### config.mk
export PLATFORM = sky130hd
export DESIGN_NAME = fence_completion_tracker_top
export DESIGN_NICKNAME = d
export VERILOG_FILES = /design/src/sv/fct_pkg.sv /design/src/sv/fence_completion_tracker_top.sv /design/src/sv/fct_ram.sv /design/src/sv/fct_front.sv /design/src/sv/fct_back.sv
export VERILOG_INCLUDE_DIRS = /design/src /design/src/sv
export SDC_FILE = /design/constraint.sdc
export NUM_CORES = 1
export LEC_CHECK = 0
export BUFFER_PORTS_ARGS = -buffer_cell sky130_fd_sc_hd__buf_2
export CAP_MARGIN = 20
export CORE_AREA = 2 2 277 279
export DETAILED_ROUTE_END_ITERATION = 10
export DIE_AREA = 0 0 279 281
export PLACE_DENSITY = 0.87
export SLEW_MARGIN = 20
export SYNTH_ARGS = -nofsm -noshare
export SYNTH_HDL_FRONTEND = slang
export SYNTH_SLANG_ARGS = --single-unit
### constraint.sdc
create_clock -name clk -period 12.5 [get_ports clk]
set_input_delay 0.625 -clock clk [delete_from_list [all_inputs] [get_ports clk]]
set_output_delay 0.625 -clock clk [all_outputs]
set_load 0.005 [all_outputs]
### src/sv/fence_completion_tracker_top_assert.svh
// Assertion macros shared by the fence completion tracker modules.
`ifndef FENCE_COMPLETION_TRACKER_TOP_ASSERT_SVH
`define FENCE_COMPLETION_TRACKER_TOP_ASSERT_SVH

// Checks that the consequent holds in the same cycle as the antecedent.
`define FCT_ASSERT_NOW(label, ante, cons) \
  label: assert property (@(posedge clk) disable iff (rst) (ante) |-> (cons)) \
    else $error("fence tracker check failed");

// Checks that the consequent holds in the cycle after the antecedent.
`define FCT_ASSERT_NEXT(label, ante, cons) \
  label: assert property (@(posedge clk) disable iff (rst) (ante) |=> (cons)) \
    else $error("fence tracker check failed");

`endif

### src/sv/fct_pkg.sv
// Shared constants, codes and types of the fence completion tracker.
`default_nettype none

package fct_pkg;

  localparam int CAPACITY     = 8;
  localparam int CHANNEL_BITS = 8;

  localparam int IDX_W = (CAPACITY > 1) ? $clog2(CAPACITY) : 1;
  localparam int CNT_W = $clog2(CAPACITY + 1);

  localparam int OP_W        = 3;
  localparam int CH_PORT_W   = 8;
  localparam int VAL_W       = 64;
  localparam int RIDX_W      = 3;
  localparam int STATUS_W    = 2;
  localparam int COUNT_OUT_W = 4;

  localparam int Q_DEPTH = 2;
  localparam int QPTR_W  = (Q_DEPTH > 1) ? $clog2(Q_DEPTH) : 1;
  localparam int QCNT_W  = $clog2(Q_DEPTH + 1);

  localparam logic [OP_W-1:0] OP_ADD    = 3'd0;
  localparam logic [OP_W-1:0] OP_RETIRE = 3'd1;
  localparam logic [OP_W-1:0] OP_QUERY  = 3'd2;
  localparam logic [OP_W-1:0] OP_CLEAR  = 3'd3;
  localparam logic [OP_W-1:0] OP_READ   = 3'd4;

  localparam logic [STATUS_W-1:0] ST_OK      = 2'd0;
  localparam logic [STATUS_W-1:0] ST_FULL    = 2'd1;
  localparam logic [STATUS_W-1:0] ST_PENDING = 2'd2;
  localparam logic [STATUS_W-1:0] ST_RANGE   = 2'd3;

  typedef enum logic [2:0] {
    K_NOP,
    K_ADD,
    K_RETIRE,
    K_QUERY,
    K_CLEAR,
    K_READ
  } kind_t;

  typedef struct packed {
    kind_t                   kind;
    logic [CHANNEL_BITS-1:0] ch;
    logic [VAL_W-1:0]        val;
    logic [RIDX_W-1:0]       idx;
  } item_t;

  typedef struct packed {
    logic [CHANNEL_BITS-1:0] ch;
    logic [VAL_W-1:0]        val;
  } slot_t;

  typedef enum logic [1:0] {
    S_IDLE,
    S_CMP,
    S_MOVE,
    S_EMIT
  } state_t;

endpackage

`default_nettype wire

### src/sv/fence_completion_tracker_top.sv
// Fence completion tracker: per-channel table of pending fence values.
//
// Input channel (in_valid / in_stall) carries op, channel_id, fence_value and
// read_index; a transfer happens on a clock edge with in_valid high and
// in_stall low. Every input transfer yields exactly one result transfer on
// the output channel (out_valid / out_stall) with status, out_channel,
// out_value and entry_count, in input order.
// A two-entry queue sits between the classifying front end and the table
// engine. Query, clear, channel-zero adds and retires, out-of-range reads,
// retires of an absent channel and adds that append or find the table full
// finish in the idle state; adds that merge, reads and retires that find
// the entry and either keep it or drop the last entry first read the slot
// RAM and finish in the compare state; a retire that moves the last entry
// into the freed slot also reads that entry and writes it in the move state.
// Each input is first registered in the queue; out_valid is registered too.
// A synchronous reset empties the table and the queue; slot contents are not
// cleared. While out_stall holds a result, the engine still finishes the next
// item and parks its result, and the queue keeps accepting until it is full.
`default_nettype none

module fence_completion_tracker_top (
  input  wire logic                               clk,
  input  wire logic                               rst,
  input  wire logic                               in_valid,
  output logic                                    in_stall,
  input  wire logic [fct_pkg::OP_W-1:0]           op,
  input  wire logic [fct_pkg::CH_PORT_W-1:0]      channel_id,
  input  wire logic [fct_pkg::VAL_W-1:0]          fence_value,
  input  wire logic [fct_pkg::RIDX_W-1:0]         read_index,
  output logic                                    out_valid,
  input  wire logic                               out_stall,
  output logic [fct_pkg::STATUS_W-1:0]            status,
  output logic [fct_pkg::CH_PORT_W-1:0]           out_channel,
  output logic [fct_pkg::VAL_W-1:0]               out_value,
  output logic [fct_pkg::COUNT_OUT_W-1:0]         entry_count
);

  fct_pkg::item_t head;
  logic           head_valid;
  logic           pop;

  fct_front u_front (
    .clk         (clk),
    .rst         (rst),
    .in_valid    (in_valid),
    .in_stall    (in_stall),
    .op          (op),
    .channel_id  (channel_id),
    .fence_value (fence_value),
    .read_index  (read_index),
    .head        (head),
    .head_valid  (head_valid),
    .pop         (pop)
  );

  fct_back u_back (
    .clk         (clk),
    .rst         (rst),
    .head        (head),
    .head_valid  (head_valid),
    .pop         (pop),
    .out_valid   (out_valid),
    .out_stall   (out_stall),
    .status      (status),
    .out_channel (out_channel),
    .out_value   (out_value),
    .entry_count (entry_count)
  );

endmodule

`default_nettype wire

### src/sv/fct_ram.sv
// Generic simple dual-port RAM with a registered read port.
`default_nettype none

module fct_ram #(
  parameter int  WIDTH = 8,
  parameter int  DEPTH = 8,
  localparam int AW    = (DEPTH > 1) ? $clog2(DEPTH) : 1
) (
  input  wire logic             clk,
  input  wire logic             we,
  input  wire logic [AW-1:0]    waddr,
  input  wire logic [WIDTH-1:0] wdata,
  input  wire logic [AW-1:0]    raddr,
  output logic      [WIDTH-1:0] rdata
);

  logic [WIDTH-1:0] mem [DEPTH];

  always_ff @(posedge clk) begin
    if (we) begin
      mem[waddr] <= wdata;
    end
    rdata <= mem[raddr];
  end

endmodule

`default_nettype wire

### src/sv/fct_front.sv
// Front end: classifies incoming operations and queues them for the back end.
`default_nettype none
`include "fence_completion_tracker_top_assert.svh"

module fct_front (
  input  wire logic                             clk,
  input  wire logic                             rst,
  input  wire logic                             in_valid,
  output logic                                  in_stall,
  input  wire logic [fct_pkg::OP_W-1:0]         op,
  input  wire logic [fct_pkg::CH_PORT_W-1:0]    channel_id,
  input  wire logic [fct_pkg::VAL_W-1:0]        fence_value,
  input  wire logic [fct_pkg::RIDX_W-1:0]       read_index,
  output fct_pkg::item_t                        head,
  output logic                                  head_valid,
  input  wire logic                             pop
);

  fct_pkg::item_t                    q [fct_pkg::Q_DEPTH];
  logic [fct_pkg::QPTR_W-1:0]        wptr;
  logic [fct_pkg::QPTR_W-1:0]        rptr;
  logic [fct_pkg::QCNT_W-1:0]        cnt;
  fct_pkg::item_t                    item;
  logic [fct_pkg::CHANNEL_BITS-1:0]  ch;
  logic                              push;
  logic                              do_pop;

  assign ch = fct_pkg::CHANNEL_BITS'(channel_id);

  // Adds and retires of channel zero leave the table alone, so they are
  // turned into no-ops here and the back end only answers them with a result.
  always_comb begin
    item.ch  = ch;
    item.val = fence_value;
    item.idx = read_index;
    unique case (op)
      fct_pkg::OP_ADD:    item.kind = (ch == '0) ? fct_pkg::K_NOP : fct_pkg::K_ADD;
      fct_pkg::OP_RETIRE: item.kind = (ch == '0) ? fct_pkg::K_NOP : fct_pkg::K_RETIRE;
      fct_pkg::OP_QUERY:  item.kind = fct_pkg::K_QUERY;
      fct_pkg::OP_CLEAR:  item.kind = fct_pkg::K_CLEAR;
      fct_pkg::OP_READ:   item.kind = fct_pkg::K_READ;
      default:            item.kind = fct_pkg::K_NOP;
    endcase
  end

  assign in_stall   = (cnt == fct_pkg::QCNT_W'(fct_pkg::Q_DEPTH));
  assign push       = in_valid && !in_stall;
  assign head_valid = (cnt != '0);
  assign do_pop     = pop && head_valid;
  assign head       = q[rptr];

  always_ff @(posedge clk) begin
    if (rst) begin
      wptr <= '0;
      rptr <= '0;
      cnt  <= '0;
    end else begin
      if (push) begin
        wptr <= (wptr == fct_pkg::QPTR_W'(fct_pkg::Q_DEPTH - 1)) ? '0 : wptr + 1'b1;
      end
      if (do_pop) begin
        rptr <= (rptr == fct_pkg::QPTR_W'(fct_pkg::Q_DEPTH - 1)) ? '0 : rptr + 1'b1;
      end
      if (push && !do_pop) begin
        cnt <= cnt + 1'b1;
      end else if (do_pop && !push) begin
        cnt <= cnt - 1'b1;
      end
    end
  end

  always_ff @(posedge clk) begin
    if (push) begin
      q[wptr] <= item;
    end
  end

  `FCT_ASSERT_NOW(a_pop_needs_item, pop, head_valid)
  `FCT_ASSERT_NOW(a_cnt_bound, 1'b1, cnt <= fct_pkg::QCNT_W'(fct_pkg::Q_DEPTH))
  `FCT_ASSERT_NEXT(a_cnt_grows, push && !do_pop, cnt == $past(cnt) + 1'b1)

endmodule

`default_nettype wire

### src/sv/fct_back.sv
// Back end: matches channels, updates the entry table and drives results.
`default_nettype none
`include "fence_completion_tracker_top_assert.svh"

module fct_back (
  input  wire logic                               clk,
  input  wire logic                               rst,
  input  wire fct_pkg::item_t                     head,
  input  wire logic                               head_valid,
  output logic                                    pop,
  output logic                                    out_valid,
  input  wire logic                               out_stall,
  output logic [fct_pkg::STATUS_W-1:0]            status,
  output logic [fct_pkg::CH_PORT_W-1:0]           out_channel,
  output logic [fct_pkg::VAL_W-1:0]               out_value,
  output logic [fct_pkg::COUNT_OUT_W-1:0]         entry_count
);

  localparam int IDX_W = fct_pkg::IDX_W;
  localparam int CNT_W = fct_pkg::CNT_W;

  fct_pkg::state_t                   state;
  fct_pkg::state_t                   state_next;
  logic [CNT_W-1:0]                  count;
  logic [CNT_W-1:0]                  count_next;
  fct_pkg::item_t                    w;
  logic [IDX_W-1:0]                  pos;
  logic [IDX_W-1:0]                  pos_next;
  logic [IDX_W-1:0]                  last;

  // Channel copies for the parallel match; the RAM holds channel and value.
  logic [fct_pkg::CHANNEL_BITS-1:0]  chan [fct_pkg::CAPACITY];
  logic                              chan_we;
  logic [IDX_W-1:0]                  chan_waddr;
  logic [fct_pkg::CHANNEL_BITS-1:0]  chan_wdata;

  logic                              ram_we;
  logic [IDX_W-1:0]                  ram_waddr;
  fct_pkg::slot_t                    ram_wdata;
  logic [IDX_W-1:0]                  ram_raddr;
  fct_pkg::slot_t                    ram_rdata;

  logic [fct_pkg::CAPACITY-1:0]      hit_vec;
  logic                              hit;
  logic [IDX_W-1:0]                  hit_pos;
  logic                              read_ok;

  logic                              out_free;
  logic                              load_work;
  logic                              finish;
  logic                              load_out;
  logic                              save_pend;
  logic [fct_pkg::STATUS_W-1:0]      res_status;
  logic [fct_pkg::CHANNEL_BITS-1:0]  res_ch;
  logic [fct_pkg::VAL_W-1:0]         res_val;
  logic [fct_pkg::STATUS_W-1:0]      pend_status;
  logic [fct_pkg::CHANNEL_BITS-1:0]  pend_ch;
  logic [fct_pkg::VAL_W-1:0]         pend_val;
  logic [CNT_W-1:0]                  pend_count;
  logic [fct_pkg::STATUS_W-1:0]      src_status;
  logic [fct_pkg::CHANNEL_BITS-1:0]  src_ch;
  logic [fct_pkg::VAL_W-1:0]         src_val;
  logic [CNT_W-1:0]                  src_count;

  fct_ram #(
    .WIDTH ($bits(fct_pkg::slot_t)),
    .DEPTH (fct_pkg::CAPACITY)
  ) u_slots (
    .clk   (clk),
    .we    (ram_we),
    .waddr (ram_waddr),
    .wdata (ram_wdata),
    .raddr (ram_raddr),
    .rdata (ram_rdata)
  );

  always_comb begin
    for (int i = 0; i < fct_pkg::CAPACITY; i++) begin
      hit_vec[i] = (CNT_W'(i) < count) && (chan[i] == head.ch);
    end
  end

  // Channels are unique in the table, so at most one bit of hit_vec is set.
  always_comb begin
    hit_pos = '0;
    for (int i = fct_pkg::CAPACITY - 1; i >= 0; i--) begin
      if (hit_vec[i]) begin
        hit_pos = IDX_W'(i);
      end
    end
  end

  assign hit      = |hit_vec;
  assign read_ok  = (8'(head.idx) < 8'(count));
  assign last     = IDX_W'(count - 1'b1);
  assign out_free = !out_valid || !out_stall;

  always_comb begin
    state_next = state;
    count_next = count;
    pos_next   = pos;
    pop        = 1'b0;
    load_work  = 1'b0;
    finish     = 1'b0;
    ram_we     = 1'b0;
    ram_waddr  = pos;
    ram_wdata  = '{ch: w.ch, val: w.val};
    ram_raddr  = pos;
    chan_we    = 1'b0;
    chan_waddr = pos;
    chan_wdata = ram_rdata.ch;
    res_status = fct_pkg::ST_OK;
    res_ch     = '0;
    res_val    = '0;
    unique case (state)
      fct_pkg::S_IDLE: begin
        if (head_valid) begin
          pop       = 1'b1;
          load_work = 1'b1;
          pos_next  = hit_pos;
          unique case (head.kind)
            fct_pkg::K_ADD: begin
              if (hit) begin
                ram_raddr  = hit_pos;
                state_next = fct_pkg::S_CMP;
              end else if (count < CNT_W'(fct_pkg::CAPACITY)) begin
                ram_we     = 1'b1;
                ram_waddr  = IDX_W'(count);
                ram_wdata  = '{ch: head.ch, val: head.val};
                chan_we    = 1'b1;
                chan_waddr = IDX_W'(count);
                chan_wdata = head.ch;
                count_next = count + 1'b1;
                finish     = 1'b1;
              end else begin
                res_status = fct_pkg::ST_FULL;
                finish     = 1'b1;
              end
            end
            fct_pkg::K_RETIRE: begin
              if (hit) begin
                ram_raddr  = hit_pos;
                state_next = fct_pkg::S_CMP;
              end else begin
                finish = 1'b1;
              end
            end
            fct_pkg::K_QUERY: begin
              res_status = (count == '0) ? fct_pkg::ST_OK : fct_pkg::ST_PENDING;
              finish     = 1'b1;
            end
            fct_pkg::K_CLEAR: begin
              count_next = '0;
              finish     = 1'b1;
            end
            fct_pkg::K_READ: begin
              if (read_ok) begin
                ram_raddr  = IDX_W'(head.idx);
                state_next = fct_pkg::S_CMP;
              end else begin
                res_status = fct_pkg::ST_RANGE;
                finish     = 1'b1;
              end
            end
            default: begin
              finish = 1'b1;
            end
          endcase
        end
      end
      fct_pkg::S_CMP: begin
        unique case (w.kind)
          fct_pkg::K_ADD: begin
            if (w.val > ram_rdata.val) begin
              ram_we = 1'b1;
            end
            finish = 1'b1;
          end
          fct_pkg::K_RETIRE: begin
            if (ram_rdata.val <= w.val) begin
              if (pos == last) begin
                count_next = count - 1'b1;
                finish     = 1'b1;
              end else begin
                // The last entry fills the hole; fetch it first.
                ram_raddr  = last;
                state_next = fct_pkg::S_MOVE;
              end
            end else begin
              finish = 1'b1;
            end
          end
          fct_pkg::K_READ: begin
            res_ch  = ram_rdata.ch;
            res_val = ram_rdata.val;
            finish  = 1'b1;
          end
          default: begin
            finish = 1'b1;
          end
        endcase
      end
      fct_pkg::S_MOVE: begin
        ram_we     = 1'b1;
        ram_wdata  = ram_rdata;
        chan_we    = 1'b1;
        count_next = count - 1'b1;
        finish     = 1'b1;
      end
      fct_pkg::S_EMIT: begin
        if (out_free) begin
          state_next = fct_pkg::S_IDLE;
        end
      end
      default: begin
        state_next = fct_pkg::S_IDLE;
      end
    endcase
    if (finish) begin
      state_next = out_free ? fct_pkg::S_IDLE : fct_pkg::S_EMIT;
    end
  end

  assign load_out  = (finish && out_free) || (state == fct_pkg::S_EMIT && out_free);
  assign save_pend = finish && !out_free;

  always_comb begin
    if (state == fct_pkg::S_EMIT) begin
      src_status = pend_status;
      src_ch     = pend_ch;
      src_val    = pend_val;
      src_count  = pend_count;
    end else begin
      src_status = res_status;
      src_ch     = res_ch;
      src_val    = res_val;
      src_count  = count_next;
    end
  end

  always_ff @(posedge clk) begin
    if (rst) begin
      state     <= fct_pkg::S_IDLE;
      count     <= '0;
      out_valid <= 1'b0;
    end else begin
      state <= state_next;
      count <= count_next;
      if (load_out) begin
        out_valid <= 1'b1;
      end else if (!out_stall) begin
        out_valid <= 1'b0;
      end
    end
  end

  always_ff @(posedge clk) begin
    if (load_work) begin
      w <= head;
    end
    pos <= pos_next;
    if (chan_we) begin
      chan[chan_waddr] <= chan_wdata;
    end
    if (save_pend) begin
      pend_status <= res_status;
      pend_ch     <= res_ch;
      pend_val    <= res_val;
      pend_count  <= count_next;
    end
    if (load_out) begin
      status      <= src_status;
      out_channel <= fct_pkg::CH_PORT_W'(src_ch);
      out_value   <= src_val;
      entry_count <= fct_pkg::COUNT_OUT_W'(src_count);
    end
  end

  `FCT_ASSERT_NOW(a_count_bound, 1'b1, count <= CNT_W'(fct_pkg::CAPACITY))
  `FCT_ASSERT_NOW(a_pop_only_idle, pop, state == fct_pkg::S_IDLE)
  `FCT_ASSERT_NOW(a_move_distinct, state == fct_pkg::S_MOVE, pos != last)
  `FCT_ASSERT_NEXT(a_emit_drains, state == fct_pkg::S_EMIT && out_free, out_valid)

endmodule

`default_nettype wire
==> results of run 1 <==
==> cell usage after synthesis (44+ instances only) <==
| cell type | instances | area (um^2) |
|---|---|---|
| nor2_1 | 137 | 514 |
| mux2i_1 | 435 | 4350 |
| nand2_1 | 55 | 206 |
| ha_1 | 70 | 876 |
| xor2_1 | 44 | 385 |
| inv_1 | 88 | 330 |
| a21o_1 | 83 | 623 |
| a21oi_1 | 77 | 385 |
| edfxtp_1 | 1030 | 30900 |
| nor3_1 | 48 | 240 |
| and2_1 | 77 | 482 |
| mux2_2 | 140 | 1580 |
| clkbuf_1 | 72 | 270 |
| dfxtp_1 | 84 | 1680 |
==> final cells by class <==
type	instances	share of cell area, %
Sequential cell	1114	63.6
Multi-Input combinational cell	1506	24.1
Clock buffer	143	5.78
Tap cell	978	2.39
Timing Repair Buffer	203	2.27
Clock inverter	53	1.21
Inverter	88	0.646
==> power by group <==
part / total (mW) / internal, mW / switching (mW)
logic: 4.67 / 1.82 / 2.85
registers: 5.67 / 5.31 / 0.365
clock network: 3.29 / 1.95 / 1.35
total: 13.6 / 9.07 / 4.56
==> kinds of logic after synthesis <==
kind of cell	Yosys count	share of synthesized area, %
compound gates	361	5.34
buf+inv	225	3.00
simple gates	415	4.55
fa+ha+maj	70	1.89
mux	583	13.2
flops	1114	70.5
xor+xnor	77	1.46
==> sequential cells by signal (all words and copies together) (netlist names), 2 cells and up, named ones only <==
name	flops
u_back.pend_count	4
u_front.cnt	2
u_back.chan	64
u_back.u_slots.rdata	72
u_back.out_value	64
u_back.out_channel	8
u_front.q	156
u_back.entry_count	4
u_back.pend_status	2
u_back.pend_ch	8
u_back.state	2
u_back.status	2
u_back.u_slots.mem	576
u_back.w	75
u_back.count	4
u_back.pend_val	64
u_back.pos	3
==> routing by layer <==
metal  vias up  track usage, %  part of all wire (%)
li1      11200               -                     -
met1     13200            34.7                    38
met2      1639            45.5                    49
met3       310            4.71                   8.8
met4         0            12.7                   4.5
met5         -               0                     0
==> per-stage QoR <==
step / power [mW] / setup slack, ns / cells / utilization, % / hold WS [ns]
2_1_floorplan: 9.15 / 3.86 / 2845 / - / 0.481
3_5_place_dp: 10.2 / 5.03 / 3887 / 63.2 / 0.503
4_1_cts: 13.6 / 5.00 / 4083 / 67.9 / 0.122
3_3_place_gp: 9.94 / 5.24 / 3887 / 63.2 / 0.498
6_report: 13.6 / 4.85 / 4085 / 68.0 / 0.151
5_1_grt: 14.1 / 4.58 / 4085 / 68.0 / 0.138
==> worst reg2reg max path, delay by kind of cell, from the launching register on <==
kind,cells,cell delay (ns)
buf+inv,4,2.78
simple gates,8,2.60
flops,1,0.73
mux,1,0.68
xor+xnor,1,0.26
compound gates,1,0.19
==> worst max path at each step <==
stage                        start                         to  slack, ns  cells after the start
after global routing      register  u_back.u_slots.mem[1][59]       4.58                     15
after global placement    register  u_back.u_slots.mem[1][58]       5.24                     14
after floorplan           register          u_back.pend_ch[0]       3.86                     12
after CTS                 register  u_back.u_slots.mem[1][55]       5.00                     14
final                     register  u_back.u_slots.mem[1][62]       4.85                     15
after detailed placement  register  u_back.u_slots.mem[1][62]       5.03                     14
==> results_dict.tcl, run 1 <==
set metrics [dict create \
    cap_violations 0 \
    dr.pass1.iters 6 \
    min_to "u_front.q[0][35]" \
    design_area_mm2 0.0513 \
    grt_max_degree 146 \
    io_pins 162 \
    regArea_mm2 0.0326 \
    yosysWarningCount 0 \
    cts_setup_buffers 0 \
    dpl.hpwl_um 61200 \
    die_area_mm2 0.0784 \
    ys_ff_latch 1114 \
    cts-root-buf "clkbuf_16" \
    grt_pass1_vias 27000 \
    period_needed_ns 7.65 \
    reg2reg_depth 15 \
    cpPeakStageDelay_ns 0.88 \
    ir_drop_mv 0.263 \
    cts.clk_slew.worst_paths_ns 0.06 \
    grt_antenna_before_repair 1 \
    arrival_ns 7.93 \
    synth_edf_count 1030 \
    drive_above_1_share_pct 17.4 \
    grt.overflow.total 0 \
    worst_slew_pin_slew_ns 1.16 \
    synth_top_flop_cell "edfxtp_1" \
    hold_class "in2reg" \
    reg2reg_setup_slack_ns 4.85 \
    drt_iter0_drc 3174 \
    path_common_cell "buf_4" \
    syn-num-nets 2997 \
    fin_tns_setup_ns 0 \
    antenna_left 0 \
    fp-row-count 101 \
    synth-async-reset-ratio_pct 0 \
    synth_area_mm2 0.0462 \
    nFillCells 4546 \
    area_growth_pct 10.9 \
    path_cells "buf_4 -> mux2i_4 -> xor2_1 -> nand3_1 -> or4_1 -> nand2_1 -> or3_1 -> or4_2 -> buf_4 -> nor2_1 -> a21o_1 -> nand2b_1 -> nor2_4 -> buf_4 -> buf_4" \
    buffer_ports.inserted 161 \
    critPathKind "reg2reg" \
    die_y_um 281 \
    multiInputGateArea_mm2 0.0124 \
    wl_per_cell_um 26.4 \
    hold_viol_final 0 \
    rsz0062_at_grt "false" \
    core_mm2 0.0754 \
    viasPerCell 6.46 \
    antenna_cells 0 \
    max_freq_mhz 131 \
    clock_sinks 1114 \
    holdCritStartpoint "fence_value[32]" \
    ys_types 72 \
    start_util_pct 61.3 \
    vias 26400 \
    final_common_cell "edfxtp_1" \
    track_usage_pct 27.1 \
    status "complete, no violations" \
    synth_area_per_cell_um2 16.3 \
    die_w_um 279 \
    synthesis.instances 2845 \
    cts_resized 0 \
    setup_violations 0 \
    cts_tree "yes" \
    drc_errors 0 \
    dpl_cell_area_mm2 0.0477 \
    crit_path_top_delay_cell "buf_4" \
    start_kind "register" \
    nets 3169 \
    routed_wl_um 108000 \
    cp.required_ns 12.78 \
    fin_worst_skew_ns 0.0302 \
    ctsHoldBuffers 0 \
    cpLargestDelayFamily "buffers and inverters" \
    power_density_mw_per_mm2 266 \
    final_cell_mix "1030 x edfxtp_1, 435 x mux2i_1, 161 x buf_2" \
    reg2reg_to "u_back.u_slots.mem[1][62]" \
    power_leakage_nw 19.1 \
    cts_buffer_depth 3 \
    clk_latency_ns 0.66 \
    holdPathStages 1 \
    numCtsBuffers 104 \
    worst-path-max-fanout 45 \
    critPathCaptureType "register" \
    grt_pass1_wl_um 160000 \
    path_buf_inv 4 \
    max-slew-margin-rel_pct 22.4 \
    finalCritPeriodShare_pct 61.2 \
    place_congestion 1.02 \
    drv_slew 0 \
    cts.htree.levels 3 \
    ys_seq_area_share_pct 70.5 \
]
No activity file was read; power rests on OpenSTA's default activity.
==> run 2, diff against run 1 <==
--- a/config.mk
+++ b/config.mk
@@ -8,10 +8,10 @@
 export LEC_CHECK = 0
 export BUFFER_PORTS_ARGS = -buffer_cell sky130_fd_sc_hd__buf_2
 export CAP_MARGIN = 20
-export CORE_AREA = 2 2 277 279
+export CORE_AREA = 2 2 291 293
 export DETAILED_ROUTE_END_ITERATION = 10
-export DIE_AREA = 0 0 279 281
-export PLACE_DENSITY = 0.87
+export DIE_AREA = 0 0 293 295
+export PLACE_DENSITY = 0.83
 export SLEW_MARGIN = 20
 export SYNTH_ARGS = -nofsm -noshare
 export SYNTH_HDL_FRONTEND = slang
==> constraint.sdc (replaced) <==
create_clock -name clk -period 6.13 [get_ports clk]
set_input_delay 0.3065 -clock clk [delete_from_list [all_inputs] [get_ports clk]]
set_output_delay 0.3065 -clock clk [all_outputs]
set_load 0.005 [all_outputs]
==> run 2 against run 1 <==
Effect of this change: clock skew rose by 0.0083 ns; first-iteration DRC count decreased by 23%; setup slack got worse by 4.2 ns; die area is 10% higher; sequential power rose by 100%; largest power group unchanged.
==> results_dict.tcl, run 2 (synthesis gave the netlist of run 1 again) <==
set metrics [dict create \
    status "complete, no violations" \
    cts-root-buf "clkbuf_16" \
    period_needed_ns 5.47 \
    dpl_cell_area_mm2 0.0483 \
    drc_errors 0 \
    vias 26000 \
    arrival_ns 5.85 \
    setup_violations 0 \
    die_w_um 293 \
    fp-row-count 106 \
    multiInputGateArea_mm2 0.0124 \
    cap_violations 0 \
    holdCritStartpoint "in_valid" \
    grt_max_degree 104 \
    buffer_ports.inserted 161 \
    viasPerCell 6.05 \
    ir_drop_mv 0.617 \
    cp.required_ns 6.51 \
    hold_class "in2reg" \
    drv_slew 0 \
    cts_tree "yes" \
    grt_pass1_vias 26400 \
    clock_sinks 1114 \
    area_growth_pct 14.1 \
    track_usage_pct 23.7 \
    grt.overflow.total 0 \
    regArea_mm2 0.0326 \
    worst_slew_pin_slew_ns 1.08 \
    nets 3271 \
    max_freq_mhz 183 \
    reg2reg_setup_slack_ns 0.66 \
    rsz0062_at_grt "false" \
    path_cells "mux2i_4 -> xor2_1 -> nand4_1 -> nor4_2 -> nand4bb_2 -> or3_1 -> or4_2 -> buf_4 -> nor3_1 -> a31oi_1 -> nor2_4 -> buf_12" \
    fin_tns_setup_ns 0 \
    hold_slack_ns 0.101 \
    nFillCells 5423 \
    design_area_mm2 0.0528 \
    holdPathStages 4 \
    core_mm2 0.0832 \
    fin_worst_skew_ns 0.0385 \
    clk_latency_ns 0.69 \
    largest_reg_flops 576 \
    place_congestion 0.953 \
    place_inst 4015 \
    regMostFlops "u_back.u_slots.mem" \
    cts.htree.levels 3 \
    cts_resized 0 \
    cts_buffer_depth 3 \
    routed_wl_um 104000 \
    dr.pass1.iters 6 \
    max-slew-margin-rel_pct 27.4 \
    dpl.hpwl_um 60300 \
    antenna_left 0 \
    largestRegisters "u_back.u_slots.mem x576, u_front.q x156, u_back.w x75" \
    start_util_pct 55.6 \
    grt_pass1_wl_um 155000 \
    numCtsBuffers 104 \
    final_cell_mix "1030 x edfxtp_1, 435 x mux2i_1, 161 x buf_2" \
    worst-path-max-fanout 31 \
    start_kind "register" \
    power_leakage_nw 19.7 \
    reg2reg_to "u_back.u_slots.mem[0][22]" \
    die_area_mm2 0.0864 \
    grt_antenna_before_repair 1 \
    final_cells 4289 \
    final_common_cell "edfxtp_1" \
    crit_path_top_delay_cell "or4_2" \
    drt_iter0_drc 2449 \
    hold_viol_final 0 \
    reg2reg_depth 12 \
    critPathKind "reg2reg" \
    die_y_um 295 \
    finalCritPeriodShare_pct 89.3 \
    antenna_cells 0 \
    power_density_mw_per_mm2 532 \
    drive_above_1_share_pct 17.7 \
    cts.clk_slew.worst_paths_ns 0.06 \
    cpPeakStageDelay_ns 1.03 \
    io_pins 162 \
    min_to "u_front.wptr" \
    critPathCaptureType "register" \
    wl_per_cell_um 24.3 \
]
run 2: routing by layer:
metal / global-route usage [%] / wire length, um / vias up
met4: 9.91 / 3700 / 4
met1: 30.7 / 41300 / 13000
met5: 0.831 / 114 / -
met2: 39.7 / 51000 / 1248
met3: 4.05 / 8010 / 231
li1: - / - / 11400
run 2: how the worst max path moves through the flow:
stage,startpoint,end,slack [ns],cells after the start
after detailed placement,register,u_back.u_slots.mem[0][22],0.71,12
after floorplan,register,u_back.u_slots.mem[7][0],-0.55,14
final,register,u_back.u_slots.mem[0][22],0.66,12
after global placement,u_back.u_slots.rdata[47],u_back.u_slots.rdata[15],0.76,14
after CTS,register,u_back.u_slots.mem[0][22],0.70,12
after global routing,register,u_back.u_slots.mem[0][22],0.44,12
run 2: repair_timing:
item,4_1_cts,5_1_grt
endpoints found under the hold margin,165,0
hold buffers,78,0
setup endpoints to repair,0,0
buffers inserted,0,0
run 2: critical path, delay by kind of cell, from the launching register on:
family	cells	cell delay, ns
AND/OR/NAND/NOR	7	2.83
multiplexers	1	0.62
flip-flops	1	0.78
AO/OA/AOI/OAI	1	0.16
XOR/XNOR	1	0.12
buffers and inverters	2	0.62
run 2: power breakdown:
| part | switching [mW] | internal (mW) |
|---|---|---|
| Combinational | 5.75 | 3.85 |
| Sequential | 0.714 | 10.8 |
| Clock | 2.80 | 4.13 |
| Total | 9.26 | 18.8 |
run 2: area by class of cell:
type | count | area share (%)
inverter | 88 | 0.628
timing repair buffer | 305 | 4.51
tap | 1080 | 2.56
sequential | 1114 | 61.8
clock buffer | 135 | 5.40
multi-input combinational | 1506 | 23.5
clock inverter | 61 | 1.61
run 2: stage by stage:
stage | setup slack (ns) | total power, mW | util (%)
4_1_cts | 0.704 | 28.0 | 63.5
3_5_place_dp | 0.715 | 21.0 | 58.1
5_1_grt | 0.440 | 29.1 | 63.5
6_report | 0.656 | 28.1 | 63.5
2_1_floorplan | -0.548 | 18.6 | -
3_3_place_gp | 0.765 | 20.6 | 58.1
